$ cat config.mk
export PLATFORM = sky130hd
export DESIGN_NAME = bsp_mul
export DESIGN_NICKNAME = d
export VERILOG_FILES = /design/src/sv/bsp_pkg.sv /design/src/sv/bsp_mul.sv
export SDC_FILE = /design/constraint.sdc
export NUM_CORES = 1
export LEC_CHECK = 0
export BUFFER_PORTS_ARGS = -buffer_cell sky130_fd_sc_hd__clkbuf_2
export CORE_ASPECT_RATIO = 1.2
export CORE_MARGIN = 2
export CORE_UTILIZATION = 56
export DETAILED_ROUTE_END_ITERATION = 16
export PLACE_DENSITY_LB_ADDON = 0.15
export SYNTH_ARGS = -nofsm -noshare
export SYNTH_HDL_FRONTEND = slang
export SYNTH_SLANG_ARGS = --single-unit
$ cat constraint.sdc
create_clock -name clk -period 4.41 [get_ports clk]
set_input_delay 0.441 -clock clk [delete_from_list [all_inputs] [get_ports clk]]
set_output_delay 0.441 -clock clk [all_outputs]
set_load 0.005 [all_outputs]
$ cat src/sv/bsp_pkg.sv
package bsp_pkg;

  localparam int CORDIC_STEPS = 16;
  localparam int STEP_W = 5;
  localparam logic [31:0] KINV_Q32 = 32'd2608131496;

  localparam int MUL_AW = 64;
  localparam int MUL_BW = 32;
  localparam int MUL_PW = MUL_AW + MUL_BW;
  localparam int DIV_NW = 64;
  localparam int DIV_DW = 40;
  localparam int DIV_CW = 7;

  localparam logic ACT_PROJECT = 1'b0;
  localparam logic ACT_COLUMN = 1'b1;

  localparam logic [7:0] FOV_RST = 8'd60;
  localparam logic [10:0] CELL_RST = 11'd64;
  localparam logic [7:0] DOV_RST = 8'd8;
  localparam logic [11:0] RAYS_RST = 12'd320;
  localparam logic [11:0] SCR_W_RST = 12'd640;
  localparam logic [11:0] SCR_H_RST = 12'd480;
  localparam logic [12:0] TEX_W_RST = 13'd64;
  localparam logic [12:0] TEX_H_RST = 13'd64;

  typedef enum logic [2:0] {
    CFG_FOV, CFG_CELL, CFG_DOV, CFG_RAYS, CFG_SCR_W, CFG_SCR_H, CFG_TEX_W, CFG_TEX_H
  } cfg_index_t;

  typedef enum logic [4:0] {
    S_IDLE, S_VEC_INIT, S_VEC, S_CHECK, S_ROT_INIT, S_ROT, S_DEP, S_CEN_MUL, S_CEN_DIV,
    S_SS_DIV, S_SY_MUL, S_SX_MUL, S_SX_DIV, S_HW_MUL, S_HW_DIV, S_SH_DIV, S_COL,
    S_TX_DIV, S_DX_DIV, S_DW_DIV, S_FIN
  } state_t;

  typedef struct packed {
    logic start;
    logic [MUL_AW-1:0] a;
    logic [MUL_BW-1:0] b;
  } mul_req_t;

  typedef struct packed {
    logic start;
    logic [DIV_CW-1:0] count;
    logic [DIV_NW-1:0] dividend;
    logic [DIV_DW-1:0] divisor;
  } div_req_t;

  function automatic logic [31:0] atan_entry(input logic [STEP_W-1:0] i);
    logic [31:0] r;
    case (i)
      5'd0: r = 32'h20000000;
      5'd1: r = 32'h12E4051E;
      5'd2: r = 32'h09FB385B;
      5'd3: r = 32'h051111D4;
      5'd4: r = 32'h028B0D43;
      5'd5: r = 32'h0145D7E1;
      5'd6: r = 32'h00A2F61E;
      5'd7: r = 32'h00517C55;
      5'd8: r = 32'h0028BE53;
      5'd9: r = 32'h00145F2F;
      5'd10: r = 32'h000A2F98;
      5'd11: r = 32'h000517CC;
      5'd12: r = 32'h00028BE6;
      5'd13: r = 32'h000145F3;
      5'd14: r = 32'h0000A2F9;
      5'd15: r = 32'h0000517C;
      5'd16: r = 32'h000028BE;
      5'd17: r = 32'h0000145F;
      5'd18: r = 32'h00000A2F;
      5'd19: r = 32'h00000517;
      5'd20: r = 32'h0000028B;
      5'd21: r = 32'h00000145;
      5'd22: r = 32'h000000A2;
      5'd23: r = 32'h00000051;
      default: r = 32'h0;
    endcase
    return r;
  endfunction

endpackage

$ cat src/sv/bsp_mul.sv
module bsp_mul (
  input  logic clk,
  input  logic rst,
  input  bsp_pkg::mul_req_t req,
  output logic done,
  output logic [bsp_pkg::MUL_PW-1:0] product
);
  import bsp_pkg::*;

  logic busy;
  logic [$clog2(MUL_BW)-1:0] cnt;
  logic [MUL_AW-1:0] a_reg;
  logic [MUL_AW:0] sum;

  // shift-add, one multiplier bit a cycle, lsb first
  always_comb begin
    sum = {1'b0, product[MUL_PW-1:MUL_BW]} + (product[0] ? {1'b0, a_reg} : '0);
  end

  always_ff @(posedge clk) begin
    if (rst) begin
      busy <= 1'b0;
      done <= 1'b0;
      cnt <= '0;
    end else begin
      done <= busy && (cnt == ($clog2(MUL_BW))'(MUL_BW - 1));
      if (req.start) begin
        busy <= 1'b1;
        cnt <= '0;
      end else if (busy) begin
        cnt <= cnt + 1'b1;
        if (cnt == ($clog2(MUL_BW))'(MUL_BW - 1)) busy <= 1'b0;
      end
    end
  end

  always_ff @(posedge clk) begin
    if (req.start) begin
      a_reg <= req.a;
      product <= {{MUL_AW{1'b0}}, req.b};
    end else if (busy) begin
      product <= {sum, product[MUL_BW-1:1]};
    end
  end

endmodule

==> results.toml <==
[status]
status = "complete, no violations"

[clocking]
tritoncts = "yes"
cts_sinks = 167
worstSkewPairLatency_ps = 440
cts-root-buf = "clkbuf_16"
ctsHoldBuffers = 0
cts_resized = 0
path_clk_slew_ps = 80
post-cts-setup-buffers = 0
numCtsBuffers = 17
cts_buffer_depth = 2
cts_max_level = 4

[global_routing]
grt_use_met2 = 0.412
grt_pass1_vias = 7647
busiest_layer = "met2"
grt_overflow = 0
antenna_found_initial = 0
grt_max_degree = 81
grt_use_total = 0.240
gr-usage-met1 = 0.306
grt_pass1_wl_um = 36900
grt_use_met3 = 0.0472

[final_layout]
fin_nets = 1307
final_area_mm2 = 0.0115
fin_cells = 1374
antenna_cells = 0
regArea_mm2 = 0.00431
largest_reg_flops = 96
fillCellCount = 1447
utilization = 0.659
multi_input_area_mm2 = 0.00523
area_growth_pct = 16.2
drive_gt1_frac = 0.248

[logic_synthesis]
ys_seq_area_frac = 0.435
ys_async_sr_fraction = 0
syn-cell-area_mm2 = 0.00990
ys_types = 76
synth_top_cell_area_share = 0.291
yosysWarnings = 0
synthFlopType = "edfxtp_1"
synth_nets = 1143
ys_ff_latch = 167
synth_edf_count = 96
yosysMostFrequentCell = "edfxtp_1"
synth_area_leaders = "edfxtp_1, dfxtp_1, ha_1"
synth_area_leader_cell = "edfxtp_1"
avgSynthCellArea_um2 = 10.1
ys_top_cells_by_count = "edfxtp_1, nor2_1, a21oi_1"
synth_cells = 977

[timing]
fin_crit_sh = 0.848
rsz0062_at_grt = "no"
finalSetupTns_ps = 0
period_needed_ps = 3740
tightestPinTransition_ps = 1000
fin_ws_ps = 669
hold_viol = 0
max_freq_mhz = 267
setup_viol = 0
slew_headroom = 0.329
fin_skew_ps = 10.7
slew_viol_final = 0
timing.hold.ws_ps = 172

[flow_run]
maxCapViolations = 0

[worst_setup_path]
worst_path_max_delay_cell = "edfxtp_1"
worstPathMaxFanout = 39
crit_type = "reg -> reg"
endpoint_kind = "flip-flop"
path_cells = "buf_12 > and2_1 > ha_1 > nand4_1 > o211ai_1 > a41oi_1 > o41a_1 > a31oi_4 > a21oi_4 > o211ai_2 > nand2_1 > or4_1 > o211ai_1"
cp.buffers_inverters = 1
crit_arrival_ps = 4100
path_delay_family = "compound AO/OA/AOI/OAI gates"
path_common_cell = "o211ai_1"
start_kind = "flip-flop"
max_stage_delay_ps = 540
cp.required_ps = 4770

[power_and_ir_drop]
power.internal_mw = 2.93
finalPower_mw = 4.22
ir_drop_mv = 0.267
swShare = 0.305
p_leak_nw = 5.14
clkPwrFrac = 0.347
p_switching_mw = 1.28
p_per_area_mw_per_mm2 = 367
p_comb_frac = 0.207
seqPwrFrac = 0.446

[routing]
viasPerCell = 5.75
vias = 7906
drc = 0
ant_nets = 0
drt_pass1_iterations = 7
post_drt_wl_per_cell_um = 16.5
drtIter0Drc = 616
routed_wl_um = 22600

[floorplanning]
die_h_um = 150
core_area_mm2 = 0.0174
core.rowCount = 53
start_util = 0.567
dieArea_mm2 = 0.0188
die_w_um = 125
io_pins = 196

[placed_design]
place_inst = 1342
io_buffers = 195
detailed_place_hpwl_um = 16600
gp_congestion = 0.927
placed_area_mm2 = 0.0109
place_ws_ps = 712

[min_path]
min_path_type = "in -> reg"
-- path summary, 6_finish.rpt --
path	startpoint	endpoint	slack [ps]	cells past startpoint
hold / removal	req[32]	a_reg[0]	170	1
hold reg to reg	product[71]	product[71]	480	2
setup reg to reg	product[0]	product[94]	670	13
setup / recovery	product[0]	product[94]	670	13
-- layout make-up --
cell class / instances / area share
clock buffers: 17 / 0.0370
clock inverters: 15 / 0.0135
inverters: 20 / 0.00653
multi-input cells: 734 / 0.454
flip-flops and latches: 167 / 0.374
well taps: 220 / 0.0239
repair buffers: 201 / 0.0904
-- power groups by stage --
stage               Sequential [mW]  Combinational, mW  Clock (mW)
floorplan                      1.89              0.621           0
global placement               1.91              0.856           0
detailed placement             1.91              0.868           0
CTS                            1.88              0.875        1.49
global route                   1.89              0.971        1.55
finish                         1.88              0.874        1.46
-- cell families (layout without fill, tap and decap cells) --
| family | Yosys count | in the layout | share of synthesized area |
|---|---|---|---|
| adders and majority gates | 67 | 67 | 0.0855 |
| buffers and inverters | 76 | 253 | 0.0370 |
| and+or+nand+nor | 291 | 291 | 0.149 |
| xor gates and xnor gates | 59 | 59 | 0.0522 |
| DFF | 167 | 167 | 0.435 |
| muxes | 69 | 69 | 0.0738 |
| AOI/OAI and AO/OA | 248 | 248 | 0.168 |
-- metal layers --
metal	vias up	part of all wire
li1	3920	-
met1	3710	0.43
met2	234	0.50
met3	42	0.047
met4	0	0.021
met5	-	0
-- cell usage in the layout (no fill, tap or decap), types with 4 or more instances in the layout --
cell,instances
edfxtp_1,96
o21bai_1,12
xnor2_1,37
clkbuf_16,17
and3_1,4
mux2i_1,37
clkbuf_2,194
nand4_1,21
mux2_2,32
o211ai_1,7
nand2_1,63
nor3_1,15
a211o_1,4
a22o_1,4
a211oi_1,11
a21o_1,35
and2_1,67
a21oi_1,73
a31oi_1,10
inv_6,4
buf_4,5
ha_1,66
xor2_1,22
nand2b_1,6
dfxtp_1,70
nor2_1,78
o21ai_1,6
o21ai_0,47
inv_1,20
nand3_1,14
Power figures use the tool's default switching activity.
