==> config.mk <==
export PLATFORM = sky130hd
export DESIGN_NAME = bsp_div
export DESIGN_NICKNAME = d
export VERILOG_FILES = /design/src/sv/bsp_pkg.sv /design/src/sv/bsp_div.sv
export SDC_FILE = /design/constraint.sdc
export NUM_CORES = 1
export LEC_CHECK = 0
export CAP_MARGIN = 20
export CORE_MARGIN = 1
export CORE_UTILIZATION = 40
export CTS_BUF_LIST = sky130_fd_sc_hd__clkbuf_8
export DETAILED_ROUTE_END_ITERATION = 10
export DONT_BUFFER_PORTS = 1
export GPL_ROUTABILITY_DRIVEN = 0
export SLEW_MARGIN = 20
export SYNTH_ARGS = -nofsm -noshare
export SYNTH_HDL_FRONTEND = slang
export SYNTH_SLANG_ARGS = --single-unit
export TNS_END_PERCENT = 100
==> constraint.sdc <==
create_clock -name clk -period 2.8 [get_ports clk]
set_input_delay 0.56 -clock clk [delete_from_list [all_inputs] [get_ports clk]]
set_output_delay 0.56 -clock clk [all_outputs]
set_load 0.005 [all_outputs]
==> src/sv/bsp_pkg.sv <==
package bsp_pkg;

  localparam int CORDIC_STEPS = 16;
  localparam int STEP_W = 5;
  localparam logic [31:0] KINV_Q32 = 32'd2608131496;

  localparam int MUL_AW = 64;
  localparam int MUL_BW = 32;
  localparam int MUL_PW = MUL_AW + MUL_BW;
  localparam int DIV_NW = 64;
  localparam int DIV_DW = 40;
  localparam int DIV_CW = 7;

  localparam logic ACT_PROJECT = 1'b0;
  localparam logic ACT_COLUMN = 1'b1;

  localparam logic [7:0] FOV_RST = 8'd60;
  localparam logic [10:0] CELL_RST = 11'd64;
  localparam logic [7:0] DOV_RST = 8'd8;
  localparam logic [11:0] RAYS_RST = 12'd320;
  localparam logic [11:0] SCR_W_RST = 12'd640;
  localparam logic [11:0] SCR_H_RST = 12'd480;
  localparam logic [12:0] TEX_W_RST = 13'd64;
  localparam logic [12:0] TEX_H_RST = 13'd64;

  typedef enum logic [2:0] {
    CFG_FOV, CFG_CELL, CFG_DOV, CFG_RAYS, CFG_SCR_W, CFG_SCR_H, CFG_TEX_W, CFG_TEX_H
  } cfg_index_t;

  typedef enum logic [4:0] {
    S_IDLE, S_VEC_INIT, S_VEC, S_CHECK, S_ROT_INIT, S_ROT, S_DEP, S_CEN_MUL, S_CEN_DIV,
    S_SS_DIV, S_SY_MUL, S_SX_MUL, S_SX_DIV, S_HW_MUL, S_HW_DIV, S_SH_DIV, S_COL,
    S_TX_DIV, S_DX_DIV, S_DW_DIV, S_FIN
  } state_t;

  typedef struct packed {
    logic start;
    logic [MUL_AW-1:0] a;
    logic [MUL_BW-1:0] b;
  } mul_req_t;

  typedef struct packed {
    logic start;
    logic [DIV_CW-1:0] count;
    logic [DIV_NW-1:0] dividend;
    logic [DIV_DW-1:0] divisor;
  } div_req_t;

  function automatic logic [31:0] atan_entry(input logic [STEP_W-1:0] i);
    logic [31:0] r;
    case (i)
      5'd0: r = 32'h20000000;
      5'd1: r = 32'h12E4051E;
      5'd2: r = 32'h09FB385B;
      5'd3: r = 32'h051111D4;
      5'd4: r = 32'h028B0D43;
      5'd5: r = 32'h0145D7E1;
      5'd6: r = 32'h00A2F61E;
      5'd7: r = 32'h00517C55;
      5'd8: r = 32'h0028BE53;
      5'd9: r = 32'h00145F2F;
      5'd10: r = 32'h000A2F98;
      5'd11: r = 32'h000517CC;
      5'd12: r = 32'h00028BE6;
      5'd13: r = 32'h000145F3;
      5'd14: r = 32'h0000A2F9;
      5'd15: r = 32'h0000517C;
      5'd16: r = 32'h000028BE;
      5'd17: r = 32'h0000145F;
      5'd18: r = 32'h00000A2F;
      5'd19: r = 32'h00000517;
      5'd20: r = 32'h0000028B;
      5'd21: r = 32'h00000145;
      5'd22: r = 32'h000000A2;
      5'd23: r = 32'h00000051;
      default: r = 32'h0;
    endcase
    return r;
  endfunction

endpackage

==> src/sv/bsp_div.sv <==
module bsp_div (
  input  logic clk,
  input  logic rst,
  input  bsp_pkg::div_req_t req,
  output logic done,
  output logic [bsp_pkg::DIV_NW-1:0] quotient
);
  import bsp_pkg::*;

  logic busy;
  logic [DIV_CW-1:0] cnt;
  logic [DIV_NW-1:0] num;
  logic [DIV_DW-1:0] dvs;
  logic [DIV_DW-1:0] rem;
  logic [DIV_DW:0] sh;
  logic [DIV_DW+1:0] diff;

  // restoring division, one quotient bit a cycle; dividend comes left-aligned
  always_comb begin
    sh = {rem, num[DIV_NW-1]};
    diff = {1'b0, sh} - {2'b00, dvs};
  end

  always_ff @(posedge clk) begin
    if (rst) begin
      busy <= 1'b0;
      done <= 1'b0;
      cnt <= '0;
    end else begin
      done <= busy && (cnt == DIV_CW'(1));
      if (req.start) begin
        busy <= 1'b1;
        cnt <= req.count;
      end else if (busy) begin
        cnt <= cnt - 1'b1;
        if (cnt == DIV_CW'(1)) busy <= 1'b0;
      end
    end
  end

  always_ff @(posedge clk) begin
    if (req.start) begin
      num <= req.dividend;
      dvs <= req.divisor;
      rem <= '0;
      quotient <= '0;
    end else if (busy) begin
      num <= {num[DIV_NW-2:0], 1'b0};
      rem <= diff[DIV_DW+1] ? sh[DIV_DW-1:0] : diff[DIV_DW-1:0];
      quotient <= {quotient[DIV_NW-2:0], ~diff[DIV_DW+1]};
    end
  end

endmodule

==> summary.md, run 1 <==
| Metric | Value |
|---|---|
| Buffers on Ports | `0` |
| Cell type with the largest total area after synthesis | `sky130_fd_sc_hd__edfxtp_1` |
| Switching Share | `27.97%` |
| Floorplan Core Area | `26210 µm²` |
| Antenna diode count | `0` |
| Total leakage power | `5.264 nW` |
| Portion of total power attributed to the clock network | `35.4%` |
| Number of nets with antenna violations after detailed routing | `0` |
| Post-Route Skew | `0.01666 ns` |
| Net switching power | `2.395 mW` |
| Count of maximum capacitance violations | `0` |
| Slowest cell on the critical path | `sky130_fd_sc_hd__or4b_4` |
| Wirelength per Cell | `16.46 µm` |
| Fraction of power consumed by sequential logic | `42.9%` |
| Flip-flop cell with the highest count after synthesis | `sky130_fd_sc_hd__dfxtp_1` |
| Worst Max-Slew Pin Slew | `0.9079 ns` |
| Pwr per Cell Area | `656.6 nW/µm²` |
| Depth of the CTS H-tree | `2` |
| CP Data Required Time | `3.23 ns` |
| Max Root-Sink Buffers | `3` |
| Utilization after layout | `49.76%` |
| Period utilization | `105.4%` |
| 1st-pass router iterations | `8` |
| Total via count after detailed routing | `7669` |
| Overall global routing resource usage | `17.24%` |
| Vertical extent of the die | `165.9 µm` |
| Area share of the largest cell type after synthesis | `29.06%` |
| Leftover overflow at the end of global routing | `0` |
| Worst-case setup margin in the final layout | `-0.1511 ns` |
| Placed standard-cell area | `11650 µm²` |
| FF+latch count, synth | `217` |
| Combinational cell fraction of total power | `21.7%` |
| Final setup fails | `38` |
| Antenna violations before repair | `6` |
| Area enclosed by the die boundary | `27530 µm²` |
| Crit-path max cell delay | `0.53 ns` |
| Startpoint type of the worst setup path | `flop` |
| Effective utilization at floorplan | `41.01%` |
| Total Neg Setup Slack | `-3.747 ns` |
| Max transition margin | `39.47%` |
| Data arrival time at the worst-slack endpoint | `3.38 ns` |
| Total number of nets in the final design | `1264` |
| Row cnt | `59` |
| RSZ-0062 raised after global routing | `yes` |
| Design area | `13040 µm²` |
| Capturing element type of the critical path | `flop` |
| Number of pins with negative max-slew slack in the final report | `0` |
| Crit Path Class | `flop to flop` |
| Clock root buffer master | `sky130_fd_sc_hd__clkbuf_8` |
| Sequence of cells on the critical path | `inv_2 -> ha_4 -> a21o_1 -> a21o_1 -> a221oi_2 -> nor2_1 -> or4b_4 -> a21oi_4 -> o21a_4 -> buf_12 -> nand2_1 -> a311oi_2` |
| Status | `complete, but fails checks` |
| Achievable frequency | `338.9 MHz` |
| Most used cell, CP | `sky130_fd_sc_hd__a21o_1` |
| Maximum fanout encountered on the critical timing path | `7` |
| Hold Violations, Final | `0` |
| Cell Count Post-Placement | `1386` |
| Final critical path time including I/O delays and setup | `2.951 ns` |
| Via count of the first global-routing pass | `7665` |
| Mean Syn Cell Area | `10.53 µm²` |
| Synth warn | `0` |
| Number of distinct library cell variants in the gate-level netlist after synthesis | `72` |
| Internal power component | `6.168 mW` |
| Placed wire-length estimate | `15750 µm` |
| Net Count, Synth | `1178` |
| Post-synthesis cell count | `1021` |
| Layout overhead on the synthesized area | `21.34%` |
| Count of flip-flops with a built-in enable after synthesis | `104` |
| Clock buffers created by TritonCTS | `40` |
| Total Wirelength | `24210 µm` |
| I/O pin cnt | `179` |
| IR Drop Worst-Case VDD | `418.5 µV` |
| Clock input transition at the sequential cells of the worst setup and hold paths | `0.06 ns` |
| Detail-routed via count per cell | `5.213` |
| Pin count of the biggest net entering global routing | `227` |
| Number of design-rule violations left by the first detailed-router iteration | `346` |
| Global-route wire length before repair | `38800 µm` |
| Cell area after synthesis | `10750 µm²` |
| Clock sinks | `217` |
| Clock tree from TritonCTS | `done` |
| X dimension of the die | `165.9 µm` |
| Sequential area share after synthesis | `50.10%` |
| Class of the most critical hold timing path | `input port to flop` |
| Main area contributors after synthesis | `sky130_fd_sc_hd__edfxtp_1 (29%), sky130_fd_sc_hd__dfxtp_1 (21%), sky130_fd_sc_hd__mux2_2 (6.6%)` |
| Final Instance Count excl. Fillers | `1471` |
| Share of post-route cells with drive strength above 1 | `28.87%` |
| Violations in the final reports | `design-rule violations, negative setup slack` |
| PnR Total Power | `8.563 mW` |
| Clock latency on the worst-skew pair | `0.54 ns` |
| Drc violations | `9` |
| Asr flop ratio synth | `0%` |
[power by group through the flow]
stage,Clock [mW],Sequential (mW),Combinational (mW)
global route,3.31,3.70,2.04
floorplan,0,3.70,1.18
detailed placement,0,3.73,1.59
finish,3.03,3.67,1.86
global placement,0,3.73,1.58
CTS,3.17,3.67,1.66
[flip-flops by register name (all words and copies together), names as in the netlist]
signal	cells
num	64
quotient	64
dvs	40
rem	40
cnt	7
busy	1
done	1
[worst paths after layout]
path                 from      end  slack (ns)  cells after the start
hold / removal        rst     busy        0.07                      1
setup / recovery  dvs[22]  rem[24]       -0.15                     12
setup reg to reg  dvs[22]  rem[24]       -0.15                     12
hold reg to reg   rem[30]  rem[31]        0.49                      2
[worst max-delay path: cells and delay by family (launching register included)]
family          cells  cell delay [ns]
compound gates      6             1.33
fa+ha+maj           1             0.19
buf+inv             2             0.25
flops               1             0.39
simple gates        3             0.68
[area by class of cell]
type	count	area [µm²]
clock buffers	49	674.4
clock inverters	22	135.1
fillers	2376	13170
inverters	54	202.7
multi-input cells	687	5303
flip-flops and latches	217	5389
well taps	335	419.2
repair buffers	107	918.4
[cells in the final DEF, fill, tap and decap left out, types with 7 or more instances in the layout]
cell,n
sky130_fd_sc_hd__nor2_1,141
sky130_fd_sc_hd__dfxtp_1,112
sky130_fd_sc_hd__edfxtp_1,104
sky130_fd_sc_hd__buf_4,94
sky130_fd_sc_hd__nand2_1,71
sky130_fd_sc_hd__mux2i_1,64
sky130_fd_sc_hd__mux2_2,63
sky130_fd_sc_hd__inv_1,58
sky130_fd_sc_hd__a21oi_1,49
sky130_fd_sc_hd__clkbuf_8,49
sky130_fd_sc_hd__ha_1,33
sky130_fd_sc_hd__xnor2_1,24
sky130_fd_sc_hd__a21o_1,17
sky130_fd_sc_hd__a311oi_2,17
sky130_fd_sc_hd__xor2_1,14
sky130_fd_sc_hd__o21ai_0,14
sky130_fd_sc_hd__nand4_1,13
sky130_fd_sc_hd__a311oi_1,12
sky130_fd_sc_hd__nand2_4,11
sky130_fd_sc_hd__o21bai_1,9
sky130_fd_sc_hd__ha_4,9
sky130_fd_sc_hd__nor3_1,8
sky130_fd_sc_hd__nand3_1,8
sky130_fd_sc_hd__a211oi_1,7
sky130_fd_sc_hd__a21oi_2,7
sky130_fd_sc_hd__o21ai_2,7
[stage by stage]
step	hold WS [ns]	worst slack (ns)
after detailed placement	0.4866	-0.1910
final	0.06947	-0.1511
after global routing	0.02883	-0.3030
after global placement	0.4825	-0.2311
after CTS	0.02756	-0.1202
after floorplan	0.4582	-0.05699
[cells by family (layout without fill, tap and decap cells)]
logic type	count (synthesis)	count (layout)	synth area share, %
AOI/OAI and AO/OA	185	186	12.10
xor gates and xnor gates	38	38	3.097
adders and majority gates	43	43	5.076
buffers and inverters	118	232	5.157
DFF	217	217	50.10
muxes	128	128	12.67
and+or+nand+nor	292	292	11.80
[metal layers]
metal | share of wire [%] | track usage [%] | routed length, µm
met4 | 2.0 | 5.526 | 488
met2 | 47 | 27.96 | 11280
met3 | 8.4 | 6.459 | 2039
met5 | 0.095 | 0 | 23
met1 | 43 | 21.14 | 10380
[cells in the mapped netlist (8+ instances only)]
library cell / n
sky130_fd_sc_hd__nor2_1: 143
sky130_fd_sc_hd__dfxtp_1: 113
sky130_fd_sc_hd__edfxtp_1: 104
sky130_fd_sc_hd__nand2_1: 87
sky130_fd_sc_hd__mux2i_1: 64
sky130_fd_sc_hd__mux2_2: 63
sky130_fd_sc_hd__a21oi_1: 55
sky130_fd_sc_hd__inv_1: 54
sky130_fd_sc_hd__ha_1: 42
sky130_fd_sc_hd__clkbuf_1: 37
sky130_fd_sc_hd__a311oi_1: 29
sky130_fd_sc_hd__xnor2_1: 24
sky130_fd_sc_hd__o21ai_0: 23
sky130_fd_sc_hd__a21o_1: 17
sky130_fd_sc_hd__xor2_1: 14
sky130_fd_sc_hd__a211oi_1: 13
sky130_fd_sc_hd__nand4_1: 13
sky130_fd_sc_hd__nand3_1: 10
sky130_fd_sc_hd__o21bai_1: 9
sky130_fd_sc_hd__buf_1: 8
sky130_fd_sc_hd__buf_6: 8
sky130_fd_sc_hd__nor3_1: 8
[timing repair]
action                     CTS  global route
resized for setup           19            87
cloned                       1             2
setup endpoints to repair   40            41
hold buffers                 0             0
buffers inserted             8             6
pin swaps                   17            58
No activity file was read; power rests on OpenSTA's default activity.
==> run 2, diff against run 1 <==
CORE_UTILIZATION = 60   (was 40)
PLACE_DENSITY = 0.79   (was not set)
==> summary.md, run 2 (synthesized netlist as in run 1, its figures left out) <==
| Metric | Value |
|---|---|
| Status | `complete, but fails checks (unchanged)` |
| Violations in the final reports | `negative setup slack (was design-rule violations, negative setup slack)` |
| Worst-case setup margin in the final layout | `-0.1713 ns (was -0.1511 ns)` |
| Maximum fanout encountered on the critical timing path | `15 (was 7)` |
| PnR Total Power | `8.067 mW (was 8.563 mW)` |
| Total Neg Setup Slack | `-3.783 ns (was -3.747 ns)` |
| Final critical path time including I/O delays and setup | `2.971 ns (was 2.951 ns)` |
| Clock latency on the worst-skew pair | `0.52 ns (was 0.54 ns)` |
| Pin count of the biggest net entering global routing | `227 (unchanged)` |
| Final setup fails | `40 (was 38)` |
| Hold Violations, Final | `0 (unchanged)` |
| Data arrival time at the worst-slack endpoint | `3.37 ns (was 3.38 ns)` |
| Total leakage power | `5.160 nW (was 5.264 nW)` |
| Number of pins with negative max-slew slack in the final report | `0 (unchanged)` |
| Cell Count Post-Placement | `1270 (was 1386)` |
| Effective utilization at floorplan | `61.71% (was 41.01%)` |
| Clock buffers created by TritonCTS | `37 (was 40)` |
| Max transition margin | `28.80% (was 39.47%)` |
| End of the worst hold path | `busy (unchanged)` |
| Layout overhead on the synthesized area | `16.14% (was 21.34%)` |
| Commonest non-fill, non-tap cell in the layout | `sky130_fd_sc_hd__nor2_1 (unchanged)` |
| Worst r2r src | `dvs[20] (was dvs[22])` |
| Clock root buffer master | `sky130_fd_sc_hd__clkbuf_8 (unchanged)` |
| Buffers on Ports | `0 (unchanged)` |
| Vertical extent of the die | `135.8 µm (was 165.9 µm)` |
| Number of design-rule violations left by the first detailed-router iteration | `396 (was 346)` |
| Reg-to-Reg End | `rem[12] (was rem[24])` |
| Launch point of the worst hold path | `rst (unchanged)` |
| Worst Max-Slew Pin Slew | `1.068 ns (was 0.9079 ns)` |
| Total Wirelength | `22760 µm (was 24210 µm)` |
| X dimension of the die | `135.8 µm (was 165.9 µm)` |
| Clock sinks | `217 (unchanged)` |
| Number of nets with antenna violations after detailed routing | `0 (unchanged)` |
| I/O pin cnt | `179 (unchanged)` |
| IR Drop Worst-Case VDD | `613.2 µV (was 418.5 µV)` |
| Max Root-Sink Buffers | `3 (unchanged)` |
| Leading cell types in the layout, fill and taps excluded | `sky130_fd_sc_hd__nor2_1 (142), sky130_fd_sc_hd__dfxtp_1 (112), sky130_fd_sc_hd__edfxtp_1 (104) (was sky130_fd_sc_hd__nor2_1 (141), sky130_fd_sc_hd__dfxtp_1 (112), sky130_fd_sc_hd__edfxtp_1 (104))` |
| # fillers | `1292 (was 2376)` |
| Floorplan Core Area | `17420 µm² (was 26210 µm²)` |
| CP Data Required Time | `3.20 ns (was 3.23 ns)` |
| Final Instance Count excl. Fillers | `1357 (was 1471)` |
| Row cnt | `48 (was 59)` |
| Via count of the first global-routing pass | `7697 (was 7665)` |
| Reg2Reg Setup Slack | `-0.17 ns (was -0.15 ns)` |
| Capturing element type of the critical path | `flop (unchanged)` |
| Clock tree from TritonCTS | `done (unchanged)` |
| Antenna diode count | `0 (unchanged)` |
| 1st-pass router iterations | `4 (was 8)` |
| Registers with the most flip-flops | `num (64), quotient (64) (unchanged)` |
| Leftover overflow at the end of global routing | `0 (unchanged)` |
| Wirelength per Cell | `16.77 µm (was 16.46 µm)` |
| Global-route wire length before repair | `36130 µm (was 38800 µm)` |
| Area enclosed by the die boundary | `18450 µm² (was 27530 µm²)` |
| Share of post-route cells with drive strength above 1 | `24.20% (was 28.87%)` |
| Class of the most critical hold timing path | `input port to flop (unchanged)` |
| Drc violations | `0 (was 9)` |
| Number of hold buffers added after CTS | `0 (unchanged)` |
| Achievable frequency | `336.6 MHz (was 338.9 MHz)` |
| Count of maximum capacitance violations | `0 (unchanged)` |
| Pwr per Cell Area | `646.3 nW/µm² (was 656.6 nW/µm²)` |
| Multi-input logic area | `5022 µm² (was 5303 µm²)` |
| Depth of the worst register-to-register path | `13 (was 12)` |
| Startpoint type of the worst setup path | `flop (unchanged)` |
| Placed wire-length estimate | `15120 µm (was 15750 µm)` |
| Overall global routing resource usage | `24.56% (was 17.24%)` |
| Post-Route Skew | `0.01918 ns (was 0.01666 ns)` |
| Total via count after detailed routing | `7695 (was 7669)` |
| Period utilization | `106.1% (was 105.4%)` |
| Detail-routed via count per cell | `5.671 (was 5.213)` |
| RSZ-0062 raised after global routing | `yes (unchanged)` |
| Crit Path Class | `flop to flop (unchanged)` |
| Worst hold margin | `0.09525 ns (was 0.06947 ns)` |
| Total number of nets in the final design | `1263 (was 1264)` |
| Area taken by flip-flops and latches | `5389 µm² (unchanged)` |
| Clock input transition at the sequential cells of the worst setup and hold paths | `0.07 ns (was 0.06 ns)` |
| Antenna violations before repair | `0 (was 6)` |
| Depth of the CTS H-tree | `2 (unchanged)` |
| Hold depth | `1 (unchanged)` |
[run 2: layout make-up]
| class | instances | area share [%] |
|---|---|---|
| sequential | 217 | 43.17 |
| tap | 225 | 2.255 |
| clock inverter | 20 | 0.6516 |
| multi-input combinational | 686 | 40.24 |
| timing repair buffer | 110 | 7.097 |
| inverter | 54 | 1.624 |
| clock buffer | 45 | 4.962 |
[run 2: layer usage]
layer | part of all wire [%] | track usage, %
met2 | 48 | 40.99
met1 | 42 | 29.50
met4 | 2.3 | 8.801
met5 | 0 | 0
met3 | 7.7 | 8.054
[run 2: repair_timing]
action	in CTS	in global routing
setup endpoints to repair	41	41
pin swaps	19	13
buffers inserted	19	3
resized for setup	22	25
[run 2: metrics by stage]
stage	worst slack, ns	instance area [µm²]	utilization [%]
3_5_place_dp	-0.2629	11440	65.69
6_report	-0.1713	12480	71.67
4_1_cts	-0.1647	12340	70.83
5_1_grt	-0.3190	12480	71.67
3_3_place_gp	-0.1646	11440	65.69
2_1_floorplan	-0.05699	10820	-
[run 2: power by group]
group / total [mW] / internal [mW] / switching [mW] / leakage, nW
logic: 1.72 / 0.840 / 0.881 / 2.79
clock network: 2.67 / 1.45 / 1.23 / 0.417
registers: 3.67 / 3.57 / 0.0987 / 1.96
[run 2: how the worst max path moves through the flow]
stage	from	to	slack [ns]
after floorplan	dvs[11]	rem[36]	-0.06
after CTS	num[63]	rem[36]	-0.16
after global routing	num[63]	rem[36]	-0.32
final	dvs[20]	rem[12]	-0.17
after global placement	dvs[5]	rem[36]	-0.16
after detailed placement	dvs[20]	rem[12]	-0.26
[run 2: worst max-delay path, cell delays in order, from the launching register on]
cell and delay (ns):
sky130_fd_sc_hd__edfxtp_1 0.32, sky130_fd_sc_hd__inv_1 0.05, sky130_fd_sc_hd__ha_1 0.33, sky130_fd_sc_hd__a21oi_1 0.20, sky130_fd_sc_hd__o21ai_1 0.15, sky130_fd_sc_hd__a221oi_2 0.27, sky130_fd_sc_hd__nor2_1 0.08, sky130_fd_sc_hd__or4b_1 0.48
sky130_fd_sc_hd__a21oi_2 0.14, sky130_fd_sc_hd__buf_4 0.13, sky130_fd_sc_hd__o21a_4 0.20, sky130_fd_sc_hd__buf_12 0.16, sky130_fd_sc_hd__nand2_1 0.06, sky130_fd_sc_hd__a311oi_1 0.30
